## src/rtl/core/lcsr_pkg.sv

```systemverilog
// Shared types and constants for the load cell converter serial reader.
// Used by lcsr_seq, lcsr_div and load_cell_adc_serial_reader_top; no dependencies.
`default_nettype none

package lcsr_pkg;

	localparam int RAW_W    = 24;   // width of the reported raw count
	localparam int WEIGHT_W = 40;   // width of the reported weight
	localparam int FRAC_W   = 16;   // numerator shift: 8 divisor bits plus 8 result bits
	localparam int DEN_W    = 24;   // width of the scale divisor
	localparam int TICK_W   = 18;   // holds poll_interval_us * ticks_per_microsecond
	localparam int POLL_W   = 16;

	localparam logic [WEIGHT_W-1:0] WEIGHT_MAX = '1;

	localparam logic [7:0]  TICKS_RST    = 8'd32;
	localparam logic [9:0]  INTERVAL_RST = 10'd10;
	localparam logic [15:0] TIMEOUT_RST  = 16'd2000;
	localparam logic [23:0] SCALE_RST    = 24'd256;

	typedef enum logic [1:0] {
		ACT_NONE    = 2'd0,
		ACT_MEASURE = 2'd1,
		ACT_TARE    = 2'd2
	} action_t;

	typedef enum logic [1:0] {
		CFG_TICKS_PER_US  = 2'd0,
		CFG_POLL_INTERVAL = 2'd1,
		CFG_TIMEOUT_POLLS = 2'd2,
		CFG_SCALE_DIV     = 2'd3
	} cfg_idx_t;

	typedef enum logic [2:0] {
		PH_IDLE  = 3'd0,
		PH_POLL  = 3'd1,
		PH_HIGH  = 3'd2,
		PH_LOW   = 3'd3,
		PH_EXTRA = 3'd4
	} phase_t;

	// Timing registers seen by the sequencer.
	typedef struct packed {
		logic [7:0]        ticks_per_us;
		logic [9:0]        poll_interval;
		logic [POLL_W-1:0] timeout_polls;
	} seq_cfg_t;

	// What one tick of the sequencer produces.
	typedef struct packed {
		logic             sck;
		logic             busy;
		logic             done;
		logic             was_tare;
		logic             timed_out;
		logic [RAW_W-1:0] raw;
		logic             need_div;
	} step_res_t;

endpackage

`default_nettype wire

```

## src/rtl/core/load_cell_adc_serial_reader_top.sv

```systemverilog
// Top level of the load cell converter serial reader.
// Depends on lcsr_pkg, lcsr_seq and lcsr_div.
`default_nettype none

// Each input transfer is one tick of the converter pin interface and yields exactly one
// result transfer carrying the SCK level, the busy flag and, on the tick that ends a read,
// the raw offset-binary count and the weight. A start (measurement or tare) is ignored while
// a read runs. The block polls the data line every poll interval until it goes low, giving
// up with a zero count and the timeout flag after more than timeout_polls failed polls; it
// then clocks DATA_BITS bits MSB first, sampling on the last SCK high tick, and adds one
// extra pulse. A tare stores the count as the offset; a measurement subtracts the offset,
// clamps at zero and divides by scale_divisor_q8 to give a weight with 8 fractional bits.
// A tick is taken whenever the result register is free or being emptied, except after the
// tick that ends a measurement with a positive difference: the weight comes from a
// restoring divider that produces one quotient bit per cycle, and the input is stalled
// until it finishes. The result sits in an output register, so the next tick is taken
// in the same cycle as the previous result is transferred. Configuration is always ready
// and is expected to be written only while no read is in progress.
module load_cell_adc_serial_reader_top #(
	parameter int DATA_BITS = 24
) (
	input  wire logic        clk,
	input  wire logic        arst_n,
	input  wire logic        in_valid,
	output logic             in_stall,
	input  wire logic [1:0]  action,
	input  wire logic        dt_level,
	output logic             out_valid,
	input  wire logic        out_stall,
	output logic             sck_level,
	output logic             busy_res,
	output logic             done_res,
	output logic             was_tare,
	output logic             timed_out,
	output logic [23:0]      raw_count,
	output logic [39:0]      weight_q8,
	input  wire logic        cfg_valid,
	output logic             cfg_ready,
	input  wire logic [1:0]  cfg_index,
	input  wire logic [23:0] cfg_data
);

	localparam int NUM_W = DATA_BITS + lcsr_pkg::FRAC_W;
	localparam int QX_W  = (NUM_W > lcsr_pkg::WEIGHT_W) ? NUM_W : lcsr_pkg::WEIGHT_W;

	logic [7:0]                   ticks_q;
	logic [9:0]                   interval_q;
	logic [15:0]                  timeout_q;
	logic [23:0]                  scale_q;
	lcsr_pkg::seq_cfg_t           seq_cfg;
	lcsr_pkg::step_res_t          res;
	logic [DATA_BITS-1:0]         diff;
	logic [NUM_W-1:0]             quot;
	logic [QX_W-1:0]              quot_x;
	logic [lcsr_pkg::WEIGHT_W-1:0] weight_sat;
	logic [lcsr_pkg::DEN_W-1:0]   divisor;
	logic                         accept, div_start, div_busy, div_done, out_valid_q;

	// Configuration registers; the port never pushes back.
	assign cfg_ready = 1'b1;

	always_ff @(posedge clk or negedge arst_n) begin
		if (!arst_n) begin
			ticks_q    <= lcsr_pkg::TICKS_RST;
			interval_q <= lcsr_pkg::INTERVAL_RST;
			timeout_q  <= lcsr_pkg::TIMEOUT_RST;
			scale_q    <= lcsr_pkg::SCALE_RST;
		end else if (cfg_valid && cfg_ready) begin
			case (lcsr_pkg::cfg_idx_t'(cfg_index))
				lcsr_pkg::CFG_TICKS_PER_US:  ticks_q    <= cfg_data[7:0];
				lcsr_pkg::CFG_POLL_INTERVAL: interval_q <= cfg_data[9:0];
				lcsr_pkg::CFG_TIMEOUT_POLLS: timeout_q  <= cfg_data[15:0];
				lcsr_pkg::CFG_SCALE_DIV:     scale_q    <= cfg_data;
				default: ;
			endcase
		end
	end

	assign seq_cfg.ticks_per_us  = ticks_q;
	assign seq_cfg.poll_interval = interval_q;
	assign seq_cfg.timeout_polls = timeout_q;

	// A tick is refused while a division runs or completes, and while the result
	// register holds a transfer the consumer is not taking.
	assign in_stall  = div_busy | div_done | (out_valid_q & out_stall);
	assign accept    = in_valid & ~in_stall;
	assign div_start = accept & res.need_div;
	assign divisor   = (scale_q == '0) ? lcsr_pkg::DEN_W'(1) : scale_q;

	lcsr_seq #(
		.DATA_BITS(DATA_BITS)
	) u_seq (
		.clk      (clk),
		.arst_n   (arst_n),
		.step_en  (accept),
		.action   (action),
		.dt_level (dt_level),
		.cfg      (seq_cfg),
		.res      (res),
		.diff     (diff)
	);

	lcsr_div #(
		.DATA_BITS(DATA_BITS)
	) u_div (
		.clk     (clk),
		.arst_n  (arst_n),
		.start   (div_start),
		.diff    (diff),
		.divisor (divisor),
		.busy    (div_busy),
		.done    (div_done),
		.quot    (quot)
	);

	// Only wider count widths can push the quotient past 40 bits.
	always_comb begin
		quot_x     = QX_W'(quot);
		weight_sat = (quot_x > QX_W'(lcsr_pkg::WEIGHT_MAX)) ? lcsr_pkg::WEIGHT_MAX
			: lcsr_pkg::WEIGHT_W'(quot_x);
	end

	always_ff @(posedge clk or negedge arst_n) begin
		if (!arst_n) begin
			out_valid_q <= 1'b0;
		end else if (accept) begin
			// A result waiting on the division is released when the divider finishes.
			out_valid_q <= ~res.need_div;
		end else if (div_done) begin
			out_valid_q <= 1'b1;
		end else if (out_valid_q && !out_stall) begin
			out_valid_q <= 1'b0;
		end
	end

	always_ff @(posedge clk) begin
		if (accept) begin
			sck_level <= res.sck;
			busy_res  <= res.busy;
			done_res  <= res.done;
			was_tare  <= res.was_tare;
			timed_out <= res.timed_out;
			raw_count <= res.raw;
			weight_q8 <= '0;
		end else if (div_done) begin
			weight_q8 <= weight_sat;
		end
	end

	assign out_valid = out_valid_q;

	a_div_blocks_output: assert property (@(posedge clk) disable iff (!arst_n)
		div_busy |-> !out_valid_q)
		else $error("result presented while the weight division is still running");

	a_div_follows_start: assert property (@(posedge clk) disable iff (!arst_n)
		div_start |=> div_busy && !out_valid_q)
		else $error("measurement needing a division did not start the divider");

	a_timeout_zero_raw: assert property (@(posedge clk) disable iff (!arst_n)
		out_valid && timed_out |-> raw_count == '0 && weight_q8 == '0 && done_res)
		else $error("timed-out read reported a non-zero count or weight");

	a_tare_no_weight: assert property (@(posedge clk) disable iff (!arst_n)
		out_valid && was_tare |-> weight_q8 == '0 && done_res)
		else $error("tare read reported a weight");

	a_idle_fields_clear: assert property (@(posedge clk) disable iff (!arst_n)
		out_valid && !done_res |-> raw_count == '0 && !was_tare && !timed_out)
		else $error("result fields set on a tick that did not finish a read");

endmodule

`default_nettype wire

```

## src/rtl/core/lcsr_seq.sv

```systemverilog
// Tick sequencer: polling, SCK generation, serial capture and tare offset store.
// Depends on lcsr_pkg.
`default_nettype none

module lcsr_seq #(
	parameter int DATA_BITS = 24
) (
	input  wire logic                    clk,
	input  wire logic                    arst_n,
	input  wire logic                    step_en,
	input  wire logic [1:0]              action,
	input  wire logic                    dt_level,
	input  wire lcsr_pkg::seq_cfg_t      cfg,
	output lcsr_pkg::step_res_t          res,
	output logic [DATA_BITS-1:0]         diff
);

	localparam int BW = $clog2(DATA_BITS + 1);
	localparam logic [DATA_BITS-1:0] SIGN_BIT = {1'b1, {(DATA_BITS-1){1'b0}}};

	lcsr_pkg::phase_t                phase_q, phase_d;
	logic [lcsr_pkg::TICK_W-1:0]     tick_q, tick_d, tick_inc, half_w, poll_len;
	logic [lcsr_pkg::POLL_W-1:0]     poll_q, poll_d;
	logic [BW-1:0]                   bit_q, bit_d, bit_inc;
	logic [DATA_BITS-1:0]            shift_q, shift_d, tare_q, tare_d, raw_w;
	logic                            tare_op_q, tare_op_d, sck_q, sck_d;
	logic                            fin, fin_to;
	logic [7:0]                      half8;
	logic [9:0]                      intv;

	always_comb begin
		half8    = (cfg.ticks_per_us == 8'd0) ? 8'd1 : cfg.ticks_per_us;
		intv     = (cfg.poll_interval == 10'd0) ? 10'd1 : cfg.poll_interval;
		half_w   = lcsr_pkg::TICK_W'(half8);
		poll_len = lcsr_pkg::TICK_W'(intv) * half_w;
		tick_inc = tick_q + 1'b1;
		bit_inc  = bit_q + 1'b1;

		phase_d   = phase_q;
		tick_d    = tick_q;
		poll_d    = poll_q;
		bit_d     = bit_q;
		shift_d   = shift_q;
		tare_op_d = tare_op_q;
		sck_d     = sck_q;
		fin       = 1'b0;
		fin_to    = 1'b0;

		case (phase_q)
			lcsr_pkg::PH_IDLE: begin
				if (action == lcsr_pkg::ACT_MEASURE || action == lcsr_pkg::ACT_TARE) begin
					tare_op_d = (action == lcsr_pkg::ACT_TARE);
					phase_d   = lcsr_pkg::PH_POLL;
					tick_d    = '0;
					poll_d    = '0;
					bit_d     = '0;
					shift_d   = '0;
					sck_d     = 1'b0;
				end
			end
			lcsr_pkg::PH_POLL: begin
				if (tick_q == '0 && !dt_level) begin
					// Data ready: raise SCK for the first bit.
					phase_d = lcsr_pkg::PH_HIGH;
					sck_d   = 1'b1;
					tick_d  = '0;
					bit_d   = '0;
					shift_d = '0;
				end else begin
					tick_d = tick_inc;
					if (tick_inc >= poll_len) begin
						tick_d = '0;
						if (poll_q >= cfg.timeout_polls) begin
							fin    = 1'b1;
							fin_to = 1'b1;
						end else begin
							poll_d = poll_q + 1'b1;
						end
					end
				end
			end
			lcsr_pkg::PH_HIGH: begin
				tick_d = tick_inc;
				if (tick_inc >= half_w) begin
					// Sample on the last high tick, MSB first.
					shift_d = {shift_q[DATA_BITS-2:0], dt_level};
					sck_d   = 1'b0;
					phase_d = lcsr_pkg::PH_LOW;
					tick_d  = '0;
				end
			end
			lcsr_pkg::PH_LOW: begin
				tick_d = tick_inc;
				if (tick_inc >= half_w) begin
					bit_d   = bit_inc;
					phase_d = (bit_inc >= BW'(DATA_BITS)) ? lcsr_pkg::PH_EXTRA
						: lcsr_pkg::PH_HIGH;
					sck_d   = 1'b1;
					tick_d  = '0;
				end
			end
			lcsr_pkg::PH_EXTRA: begin
				tick_d = tick_inc;
				if (tick_inc >= half_w) begin
					fin = 1'b1;
				end
			end
			default: begin
				phase_d = lcsr_pkg::PH_IDLE;
				sck_d   = 1'b0;
			end
		endcase

		raw_w  = fin_to ? '0 : (shift_q ^ SIGN_BIT);
		tare_d = tare_q;
		if (fin) begin
			phase_d = lcsr_pkg::PH_IDLE;
			sck_d   = 1'b0;
			tick_d  = '0;
			poll_d  = '0;
			bit_d   = '0;
			if (tare_op_q) begin
				tare_d = raw_w;
			end
		end

		diff          = raw_w - tare_q;
		res.sck       = sck_d;
		res.busy      = (phase_d != lcsr_pkg::PH_IDLE);
		res.done      = fin;
		res.was_tare  = fin & tare_op_q;
		res.timed_out = fin_to;
		res.raw       = fin ? lcsr_pkg::RAW_W'(raw_w) : '0;
		res.need_div  = fin && !tare_op_q && (raw_w > tare_q);
	end

	always_ff @(posedge clk or negedge arst_n) begin
		if (!arst_n) begin
			phase_q   <= lcsr_pkg::PH_IDLE;
			tick_q    <= '0;
			poll_q    <= '0;
			bit_q     <= '0;
			shift_q   <= '0;
			tare_q    <= '0;
			tare_op_q <= 1'b0;
			sck_q     <= 1'b0;
		end else if (step_en) begin
			phase_q   <= phase_d;
			tick_q    <= tick_d;
			poll_q    <= poll_d;
			bit_q     <= bit_d;
			shift_q   <= shift_d;
			tare_q    <= tare_d;
			tare_op_q <= tare_op_d;
			sck_q     <= sck_d;
		end
	end

endmodule

`default_nettype wire

```

## src/rtl/core/lcsr_div.sv

```systemverilog
// Bit-serial restoring divider, one quotient bit per cycle, for the weight.
// Depends on lcsr_pkg.
`default_nettype none

module lcsr_div #(
	parameter int DATA_BITS = 24
) (
	input  wire logic                                   clk,
	input  wire logic                                   arst_n,
	input  wire logic                                   start,
	input  wire logic [DATA_BITS-1:0]                   diff,
	input  wire logic [lcsr_pkg::DEN_W-1:0]             divisor,
	output logic                                        busy,
	output logic                                        done,
	output logic [DATA_BITS+lcsr_pkg::FRAC_W-1:0]       quot
);

	localparam int NUM_W = DATA_BITS + lcsr_pkg::FRAC_W;
	localparam int CW    = $clog2(NUM_W + 1);
	localparam int DW    = lcsr_pkg::DEN_W;

	logic [NUM_W-1:0] num_q;
	logic [DW-1:0]    rem_q, den_q, rem_nxt;
	logic [DW:0]      trial;
	logic [CW-1:0]    cnt_q;
	logic             busy_q, done_q, ge;

	always_comb begin
		trial   = {rem_q, num_q[NUM_W-1]};
		ge      = (trial >= {1'b0, den_q});
		rem_nxt = ge ? DW'(trial - {1'b0, den_q}) : trial[DW-1:0];
	end

	always_ff @(posedge clk or negedge arst_n) begin
		if (!arst_n) begin
			busy_q <= 1'b0;
			done_q <= 1'b0;
			cnt_q  <= '0;
		end else begin
			done_q <= 1'b0;
			if (start) begin
				busy_q <= 1'b1;
				cnt_q  <= CW'(NUM_W);
			end else if (busy_q) begin
				cnt_q <= cnt_q - 1'b1;
				if (cnt_q == CW'(1)) begin
					busy_q <= 1'b0;
					done_q <= 1'b1;
				end
			end
		end
	end

	// The numerator shifts out at the top while quotient bits enter at the bottom.
	always_ff @(posedge clk) begin
		if (start) begin
			num_q <= {diff, {lcsr_pkg::FRAC_W{1'b0}}};
			rem_q <= '0;
			den_q <= divisor;
		end else if (busy_q) begin
			num_q <= {num_q[NUM_W-2:0], ge};
			rem_q <= rem_nxt;
		end
	end

	assign busy = busy_q;
	assign done = done_q;
	assign quot = num_q;

endmodule

`default_nettype wire

```

## config.mk

```make
export PLATFORM = sky130hd
export DESIGN_NAME = load_cell_adc_serial_reader_top
export DESIGN_NICKNAME = d
export VERILOG_FILES = /design/src/rtl/core/lcsr_pkg.sv /design/src/rtl/core/load_cell_adc_serial_reader_top.sv /design/src/rtl/core/lcsr_seq.sv /design/src/rtl/core/lcsr_div.sv
export SDC_FILE = /design/constraint.sdc
export NUM_CORES = 1
export LEC_CHECK = 0
export ABC_AREA = 1
export BUFFER_PORTS_ARGS = -buffer_cell sky130_fd_sc_hd__buf_2
export CORE_MARGIN = 2
export CORE_UTILIZATION = 29
export DETAILED_ROUTE_END_ITERATION = 16
export PLACE_DENSITY_LB_ADDON = 0.05
export SETUP_SLACK_MARGIN = 0.5
export SLEW_MARGIN = 10
export SYNTH_ARGS = -nofsm -noshare
export SYNTH_HDL_FRONTEND = slang
export SYNTH_HIERARCHICAL = 1
export SYNTH_SLANG_ARGS = --single-unit
```

## constraint.sdc

```tcl
create_clock -name clk -period 22.4 [get_ports clk]
set_input_delay 4.48 -clock clk [delete_from_list [all_inputs] [get_ports clk]]
set_output_delay 4.48 -clock clk [all_outputs]
set_load 0.02 [all_outputs]
```

==> results of run 1 <==
[cells by family after synthesis]
kind of cell	after synthesis	synth area share
compound gates	349	0.0934
xor+xnor	53	0.0225
fa+ha+maj	186	0.131
buf+inv	668	0.127
flops	316	0.384
other cells	1	0.000182
simple gates	1170	0.242
[flip-flops by register name, indices dropped and copies added, names as in the netlist, 6 cells and up]
signal and count:
scale_q 24, u_div/quot 40, u_seq/shift_q 24, u_div/cnt_q 6, ticks_q 8, interval_q 10, u_div/rem_q 24, timeout_q 16
raw_count 24, u_div/den_q 24, weight_q8 40, u_seq/tare_q 24, u_seq/tick_q 18, u_seq/poll_q 16
[worst max-delay path by stage]
| stage | startpoint | to | slack (ns) |
|---|---|---|---|
| 2_1_floorplan | interval_q[1] | u_div/quot[16] | 11.98 |
| 3_5_place_dp | interval_q[2] | u_div/cnt_q[1] | 11.78 |
| 6_report | interval_q[2] | u_div/rem_q[4] | 11.86 |
| 5_1_grt | interval_q[2] | u_div/cnt_q[0] | 10.67 |
| 3_3_place_gp | ticks_q[4] | u_div/quot[22] | 11.90 |
| 4_1_cts | interval_q[2] | u_div/rem_q[4] | 11.74 |
[power by group]
group / switching (uW) / internal [uW]
logic: 387 / 204
clock network: 270 / 394
registers: 44.7 / 639
total: 702 / 1240
[per-layer routing]
metal,up-vias,track usage
met4,0,0.0406
met2,258,0.267
met1,8044,0.220
li1,8663,-
met5,-,0
met3,66,0.0209
[worst reg2reg max path, delay by kind of cell, from the launching register on]
family	cells	cell delay [ns]
buffers and inverters	10	1.70
AOI/OAI and AO/OA	11	2.20
and+or+nand+nor	18	2.91
DFF	1	0.47
xor gates and xnor gates	1	0.09
adders and majority gates	7	3.07
[per-stage QoR]
step                setup slack (ns)  total power [uW]
floorplan                      11.98              1130
global placement               11.90              1290
detailed placement             11.78              1290
CTS                            11.74              1980
global route                   10.67              2100
finish                         11.86              1940
[cell type report]
class                           count  share of cell area
Inverter                          554              0.0896
Timing Repair Buffer              117              0.0269
Tap cell                          940              0.0506
Multi-Input combinational cell   1759               0.435
Clock buffer                       57              0.0494
Sequential cell                   316               0.340
Clock inverter                     19             0.00851
[cells in the final DEF (no fill, tap or decap), drive strengths merged, types with 13 or more instances in the layout]
cell,count
xnor2,19
nor3,22
a21oi,78
clkbuf,57
clkinv,18
a22o,23
dfxtp,80
o21bai,13
nand2,758
fa,50
xor2,34
edfxtp,77
nand4,54
dfrtp,149
o21ai,204
buf,117
nor2,165
inv,552
ha,136
nand3,147
o22ai,16
==> impl_metrics.env, run 1 <==
export IMPL_status="complete, no violations"
export IMPL_slowest_stage="nor2_1"
export IMPL_synth_edf_count=77
export IMPL_clk_pin_slew_worst_paths_ns=0.06
export IMPL_antenna_found_initial=0
export IMPL_cts_hold_buffers_added=0
export IMPL_routedWlPerCell_um=15.4
export IMPL_hold_path_cell_count=0
export IMPL_overflow=0
export IMPL_r2r_start="interval_q[2]"
export IMPL_dieWidth_um=270
export IMPL_synth_top_area_cell="dfrtp_1"
export IMPL_multiInputGateArea_sq_mm=0.0101
export IMPL_vias_per_cell=4.53
export IMPL_coreArea_sq_mm=0.0701
export IMPL_grt_max_degree=93
export IMPL_power_density_mw_per_mm2=83.5
export IMPL_cts_buffer_depth=3
export IMPL_n_antenna_cell=0
export IMPL_slew_headroom=0.301
export IMPL_root_buffer="clkbuf_16"
export IMPL_reg2reg_slack_ns=11.86
export IMPL_start_util=0.294
export IMPL_synth_most_common_cell="nand2_1"
export IMPL_drive_above_1_share=0.0854
export IMPL_avgSynthCellArea_sq_um=7.51
export IMPL_clkSinkCount=316
export IMPL_cp_top_family="adder cells"
export IMPL_ys_top_cells_by_count="nand2_1, inv_1, nor2_1"
export IMPL_final_core_util=0.331
export IMPL_ys_seq_elements=316
export IMPL_placementRows=97
export IMPL_numCtsBuffers=41
export IMPL_critPathBufInv=10
export IMPL_reg2reg_to="u_div/rem_q[4]"
export IMPL_crit_path_max_incr_delay_ns=0.77
export IMPL_fill_cells=7714
export IMPL_grt_total_usage=0.161
export IMPL_drv_slew=0
export IMPL_synth_area_leaders="dfrtp_1, nand2_1, edfxtp_1"
export IMPL_crit_top_cell="inv_1"
export IMPL_worst_pin_slew_ns=1.05
export IMPL_synthArstFlopShare=0.503
export IMPL_mappedNetlistArea_sq_mm=0.0206
export IMPL_flow_area_growth_from_synthesis_pct=12.8
export IMPL_cts_setup_buffers=0
export IMPL_synth_cell_types=51
export IMPL_insertion_delay_ns=0.57
export IMPL_cap_violations=0
export IMPL_seqCellArea_sq_mm=0.00791
export IMPL_nNetsFinal=3009
export IMPL_drt_pass1_iterations=7
export IMPL_hold_path_end="u_div/den_q[4]"
export IMPL_finalInstanceArea_sq_mm=0.0232
export IMPL_fmax_mhz=94.9
export IMPL_setup_tns_ns=0
export IMPL_post_route_period_util=0.470
export IMPL_drc=0
export IMPL_criticalPathCategory="reg -> reg"
export IMPL_wl_met3_um=1940
export IMPL_seq_area_frac_synth=0.384
export IMPL_die_area_sq_mm=0.0732
export IMPL_yosys_warnings=6
export IMPL_hp_class="reg -> reg"
export IMPL_crit_fanout=54
export IMPL_dr_wl_met2_um=26500
export IMPL_synth_top_area_frac=0.181
export IMPL_ff2ff_path_depth=47
export IMPL_placed_cells=3686
export IMPL_worst_endpoint_arrival_ns=11.01
export IMPL_holdWs_ns=0.474
export IMPL_cts_tree="yes"
export IMPL_leakage_uw=0.0125
export IMPL_grt_first_pass_wirelength_um=95100
export IMPL_htree_num_levels=2
export IMPL_worst_setup_path_start_kind="register"
export IMPL_grt_pass1_vias=17400
export IMPL_hold_violations=0
export IMPL_routed_wl_um=57800
export IMPL_wl_met1_um=28200
export IMPL_io_buffer_count=104
export IMPL_worstSetupEndpointType="register"
export IMPL_cp_depth=47
export IMPL_drt_initial_drc_count=851
export IMPL_holdCritStartpoint="scale_q[4]"
export IMPL_ios=106
export IMPL_peakVddDrop_v=0.0000527
export IMPL_detailed_place_hpwl_um=43200
export IMPL_synth_nets=2963
export IMPL_cp_required_ns=22.87
export IMPL_place_area_sq_mm=0.0219
export IMPL_fin_worst_skew_ns=0.0271
export IMPL_instances_no_fill=3762
export IMPL_routed_via_count=17000
export IMPL_routed_top_layer="met4"
export IMPL_synth_flop_cell="dfrtp_1"
export IMPL_synthCells=2743
export IMPL_die_y_um=270
export IMPL_post_cts_resized=0
export IMPL_min_period_ns=10.54
export IMPL_route_antenna_remaining_nets=0
export IMPL_gp_congestion=0.820
export IMPL_finalSetupViolCount=0
export IMPL_grt_setup_unrepaired="false"
Note: power is estimated with default switching activity, not from simulation.
==> inputs of run 2 (changes only) <==
Settings changed: ABC_AREA 1 to 0.
Clock period 22.4 ns to 9.4 ns, I/O delays scaled along.
==> run 2 against run 1 <==
Against the previous run:
- utilization up 2.2 points
- total power rose to 3.9 times the previous value
- combinational power rose to 6.9 times the previous value
- final cell count down 15%
- clock-buffer cell count down 1
- non-clock buffer count up 88
- synthesized area down 2.3%
==> impl_metrics.env, run 2 <==
export IMPL_worst_setup_path_start_kind="register"
export IMPL_die_area_sq_mm=0.0715
export IMPL_hold_violations=0
export IMPL_drt_initial_drc_count=731
export IMPL_cap_violations=0
export IMPL_synth_top_family_by_area="simple AND/OR/NAND/NOR gates"
export IMPL_crit_path_max_incr_delay_ns=0.53
export IMPL_n_antenna_cell=0
export IMPL_drt_pass1_iterations=4
export IMPL_layout_commonest_cell="nand2_1"
export IMPL_clkSinkCount=316
export IMPL_dp_slack_ns=-0.0863
export IMPL_finalSetupViolCount=0
export IMPL_hp_class="reg -> reg"
export IMPL_p_switching_uw=3150
export IMPL_worstSetupEndpointType="register"
export IMPL_antenna_found_initial=0
export IMPL_peakVddDrop_v=0.000343
export IMPL_synth_area_leaders="dfrtp_1, edfxtp_1, ha_1"
export IMPL_synthMuxAreaShare=0.0644
export IMPL_worst_pin_slew_ns=1.14
export IMPL_grt_max_degree=83
export IMPL_min_period_ns=8.61
export IMPL_vias_per_cell=4.80
export IMPL_route_antenna_remaining_nets=0
export IMPL_mappedNetlistArea_sq_mm=0.0201
export IMPL_clkPwrFrac=0.216
export IMPL_leakage_uw=0.0104
export IMPL_start_util=0.293
export IMPL_flow_area_growth_from_synthesis_pct=20.3
export IMPL_insertion_delay_ns=0.57
export IMPL_crit_fanout=14
export IMPL_placed_cells=3078
export IMPL_drc=0
export IMPL_die_y_um=267
export IMPL_crit_top_cell="fa_1"
export IMPL_yosys_warnings=6
export IMPL_synth_compound_gate_area_share=0.137
export IMPL_nNetsFinal=2453
export IMPL_drive_above_1_share=0.213
export IMPL_final_core_util=0.353
export IMPL_holdWs_ns=0.467
export IMPL_coreArea_sq_mm=0.0686
export IMPL_synth_top_area_cell="dfrtp_1"
export IMPL_internal_power_uw=4460
export IMPL_detailed_place_hpwl_um=40400
export IMPL_pwr_share_seq=0.245
export IMPL_routed_via_count=15300
export IMPL_ys_top_cells_by_count="nand2_1, inv_1, dfrtp_1"
export IMPL_status="complete, no violations"
export IMPL_htree_num_levels=2
export IMPL_fin_worst_skew_ns=0.0292
export IMPL_dieWidth_um=267
export IMPL_synth_cell_types=88
export IMPL_grt_pass1_vias=15500
export IMPL_synthCells=2104
export IMPL_seq_area_frac_synth=0.393
export IMPL_p_total_uw=7610
export IMPL_ys_seq_elements=316
export IMPL_post_route_period_util=0.916
export IMPL_overflow=0
export IMPL_grt_setup_unrepaired="true"
export IMPL_synth_edf_count=77
export IMPL_io_buffer_count=104
export IMPL_cp_required_ns=9.84
export IMPL_cts_tree="yes"
export IMPL_slew_headroom=0.242
export IMPL_grt_total_usage=0.156
export IMPL_power_density_mw_per_mm2=314
export IMPL_synth_simple_area_share=0.179
export IMPL_ios=106
export IMPL_grt_first_pass_wirelength_um=88400
export IMPL_cts_buffer_depth=3
export IMPL_synthAdderAreaFrac=0.134
export IMPL_synthArstFlopShare=0.503
export IMPL_routed_wl_um=56400
export IMPL_synth_flop_cell="dfrtp_1"
export IMPL_placementRows=96
export IMPL_worst_endpoint_arrival_ns=9.05
export IMPL_comb_power_share=0.539
export IMPL_slowest_stage="fa_1"
export IMPL_gp_congestion=0.802
export IMPL_numCtsBuffers=40
export IMPL_clk_pin_slew_worst_paths_ns=0.05
export IMPL_synth_top_area_frac=0.185
export IMPL_synth_xor_area_share=0.0270
export IMPL_instances_no_fill=3196
export IMPL_synth_nets=2324
export IMPL_drv_slew=0
export IMPL_routedWlPerCell_um=17.6
export IMPL_worst_slack_ns=0.793
export IMPL_synth_most_common_cell="nand2_1"
export IMPL_swShare=0.414
export IMPL_root_buffer="clkbuf_16"
export IMPL_fmax_mhz=116
export IMPL_criticalPathCategory="reg -> reg"
export IMPL_avgSynthCellArea_sq_um=9.56
export IMPL_final_cell_mix="nand2_1, inv_1, dfrtp_1"
-- run 2: cell types whose count changed in the layout (fill, tap and decap cells not counted), sizes merged, moves of 29 or more --
cell / previous run / this run
buf: 117 / 201
mux2: 0 / 83
o21ai: 204 / 125
nand2: 758 / 225
nor2: 165 / 100
mux2i: 0 / 29
and2: 3 / 99
inv: 552 / 197
nand2b: 0 / 54
nand3: 147 / 56
nand4: 54 / 25
-- run 2: power groups by stage --
stage               clock network, uW  registers [uW]  logic (uW)
global placement                    0            1890        3710
global route                     1760            1900        4660
floorplan                           0            1800        2770
finish                           1640            1860        4100
CTS                              1720            1870        3940
detailed placement                  0            1890        3720
-- run 2: path summary, 6_finish.rpt --
path | start | slack, ns | to | cells after the start
worst max register to register | interval_q[1] | 0.79 | u_div/done | 40
worst max-delay path | interval_q[1] | 0.79 | u_div/done | 40
min in group asynchronous | arst_n | 1.31 | ticks_q[6] | 1
worst min register to register | weight_q8[36] | 0.47 | weight_q8[36] | 2
worst min-delay path | weight_q8[36] | 0.47 | weight_q8[36] | 2
max in group asynchronous | arst_n | 6.19 | u_seq/poll_q[2] | 3
-- run 2: worst max-delay path: cells and delay by family, from the launching register on --
kind | cells | cell delay, ns
adders and majority gates | 8 | 3.08
AOI/OAI and AO/OA | 14 | 2.42
and+or+nand+nor | 13 | 2.15
buffers and inverters | 5 | 0.44
DFF | 1 | 0.38
-- run 2: cells by family after synthesis --
family                     count (synthesis)
and+or+nand+nor                          699
DFF                                      316
AOI/OAI and AO/OA                        411
xor gates and xnor gates                  62
adders and majority gates                186
buffers and inverters                    317
muxes                                    112
other                                      1
-- run 2: repair_timing --
item,4_1_cts,5_1_grt
gates cloned,3,5
resized for setup,55,80
pin swaps,29,31
buffers inserted,18,18
endpoints found under the setup margin,120,120
hold endpoints to repair,0,0
hold buffers,0,0
-- run 2: through the flow --
stage	setup TNS, ns	cell area [sq um]
after global routing	0	24200
after detailed placement	-1.31	21800
final	0	24200
after global placement	-0.172	21800
after CTS	0	23600
after floorplan	0	20200
-- run 2: final cells by class --
cell class | count | area (sq um)
fillers | 7019 | 44400
clock inverters | 18 | 256
clock buffers | 56 | 1140
well taps | 931 | 1160
repair buffers | 205 | 1510
repair inverters | 1 | 7.51
inverters | 198 | 747
flip-flops and latches | 316 | 7910
multi-input cells | 1471 | 11500
-- run 2: routing by layer --
| metal | track usage | vias to the layer above | routed length (um) |
|---|---|---|---|
| li1 | - | 7583 | - |
| met4 | 0.0453 | 0 | 1240 |
| met2 | 0.269 | 200 | 27700 |
| met1 | 0.203 | 7496 | 25800 |
| met3 | 0.0220 | 63 | 1700 |
| met5 | 0 | - | 0 |
==> inputs of run 3 (changes only) <==
Settings changed: HOLD_SLACK_MARGIN set to 0.06, MAX_ROUTING_LAYER set to met4.
==> run 3 against run 2 <==
Against the previous run:
- utilization did not move
- global-route usage rose by 0.44 points
- non-clock buffer count did not move
- wire length did not move
- final area did not move
- setup slack got worse by 0.011 ns
- combinational power barely moved
- clock skew barely moved
- largest power group unchanged
==> impl_metrics.env, run 3 (synthesis gave the netlist of run 2 again) <==
export IMPL_status="complete, no violations"
export IMPL_cts_hold_buffers_added=0
export IMPL_routed_wl_um=56400
export IMPL_drt_pass1_iterations=5
export IMPL_power_density_mw_per_mm2=314
export IMPL_drv_slew=0
export IMPL_dp_slack_ns=-0.0863
export IMPL_clk_pin_slew_worst_paths_ns=0.06
export IMPL_crit_path_max_incr_delay_ns=0.53
export IMPL_crit_top_cell="fa_1"
export IMPL_reg2reg_slack_ns=0.78
export IMPL_grt_max_degree=83
export IMPL_pwr_share_seq=0.245
export IMPL_final_core_util=0.353
export IMPL_flow_area_growth_from_synthesis_pct=20.3
export IMPL_route_antenna_remaining_nets=0
export IMPL_fin_worst_skew_ns=0.0297
export IMPL_die_area_sq_mm=0.0715
export IMPL_holdCritStartpoint="u_div/quot[0]"
export IMPL_routed_via_count=15400
export IMPL_holdWs_ns=0.466
export IMPL_slew_headroom=0.238
export IMPL_cts_buffer_depth=3
export IMPL_comb_power_share=0.539
export IMPL_crit_fanout=14
export IMPL_drc=0
export IMPL_htree_num_levels=2
export IMPL_cp_top_family="adder cells"
export IMPL_hold_violations=0
export IMPL_ios=106
export IMPL_cts_tree="yes"
export IMPL_coreArea_sq_mm=0.0686
export IMPL_routedWlPerCell_um=17.6
export IMPL_slowest_stage="fa_1"
export IMPL_layout_commonest_cell="nand2_1"
export IMPL_final_cell_mix="nand2_1, inv_1, dfrtp_1"
export IMPL_overflow=0
export IMPL_placementRows=96
export IMPL_setup_worst_path_start="interval_q[1]"
export IMPL_start_util=0.293
export IMPL_worstSetupEndpointType="register"
export IMPL_antenna_found_initial=0
export IMPL_internal_power_uw=4460
export IMPL_p_switching_uw=3150
export IMPL_gp_congestion=0.813
export IMPL_min_period_ns=8.62
export IMPL_cp_required_ns=9.84
export IMPL_post_route_period_util=0.917
export IMPL_leakage_uw=0.0104
export IMPL_io_buffer_count=104
export IMPL_die_y_um=267
export IMPL_grt_setup_unrepaired="true"
export IMPL_nNetsFinal=2453
export IMPL_clkPwrFrac=0.216
export IMPL_worst_setup_path_start_kind="register"
export IMPL_hp_class="reg -> reg"
export IMPL_clkSinkCount=316
export IMPL_drt_initial_drc_count=757
export IMPL_n_antenna_cell=0
export IMPL_numCtsBuffers=40
export IMPL_dieWidth_um=267
export IMPL_finalInstanceArea_sq_mm=0.0242
export IMPL_r2r_start="interval_q[1]"
export IMPL_finalSetupViolCount=0
export IMPL_worst_slack_ns=0.783
export IMPL_grt_total_usage=0.161
export IMPL_vias_per_cell=4.81
export IMPL_worst_pin_slew_ns=1.14
export IMPL_insertion_delay_ns=0.57
export IMPL_grt_first_pass_wirelength_um=88400
export IMPL_fmax_mhz=116
export IMPL_criticalPathCategory="reg -> reg"
export IMPL_swShare=0.414
export IMPL_worst_endpoint_arrival_ns=9.06
export IMPL_cap_violations=0
export IMPL_critPathBufInv=5
export IMPL_root_buffer="clkbuf_16"
export IMPL_place_area_sq_mm=0.0218
export IMPL_grt_pass1_vias=15500
export IMPL_drive_above_1_share=0.213
export IMPL_detailed_place_hpwl_um=40400
export IMPL_peakVddDrop_v=0.000344
[run 3: tightest hold or removal path, delay by kind of cell, from the launching register on]
family	cells	cell delay (ns)
and+or+nand+nor	2	0.10
DFF	1	0.32
[run 3: worst paths after layout]
check                             endpoint  depth (start not counted)
hold / removal               u_div/quot[0]                          2
min in group asynchronous       ticks_q[6]                          1
setup / recovery                u_div/done                         40
setup reg to reg                u_div/done                         40
hold reg to reg              u_div/quot[0]                          2
max in group asynchronous  u_seq/poll_q[2]                          3
[run 3: stage by stage]
| stage | setup TNS (ns) | total power (uW) | instances |
|---|---|---|---|
| after floorplan | 0 | 4570 | 2104 |
| after global placement | -0.172 | 5600 | 3078 |
| after detailed placement | -1.31 | 5610 | 3078 |
| after CTS | 0 | 7520 | 3173 |
| after global routing | 0 | 8320 | 3196 |
| final | 0 | 7610 | 3196 |
[run 3: what timing repair did]
item / 4_1_cts / 5_1_grt
endpoints found under the setup margin: 120 / 120
resized for setup: 55 / 80
cloned: 3 / 5
setup buffers: 18 / 18
pin swaps: 29 / 32
[run 3: power groups by stage]
stage / Combinational (uW) / Sequential [uW] / Clock, uW
floorplan: 2770 / 1800 / 0
global route: 4670 / 1900 / 1760
detailed placement: 3720 / 1890 / 0
global placement: 3710 / 1890 / 0
finish: 4100 / 1860 / 1640
CTS: 3940 / 1870 / 1720
[run 3: routing by layer]
metal  share of wire  global-route usage  wire [um]
met1            0.46               0.204      25800
met4           0.022              0.0453       1260
met2            0.49               0.268      27600
met3           0.030              0.0217       1690
met5               0                   -          0
[run 3: final cells by class]
cell class	count	area [sq um]
multi-input cells	1471	11500
flip-flops and latches	316	7910
repair buffers	205	1510
well taps	931	1160
repair inverters	1	7.51
clock buffers	56	1140
fillers	7018	44400
inverters	198	747
clock inverters	18	256
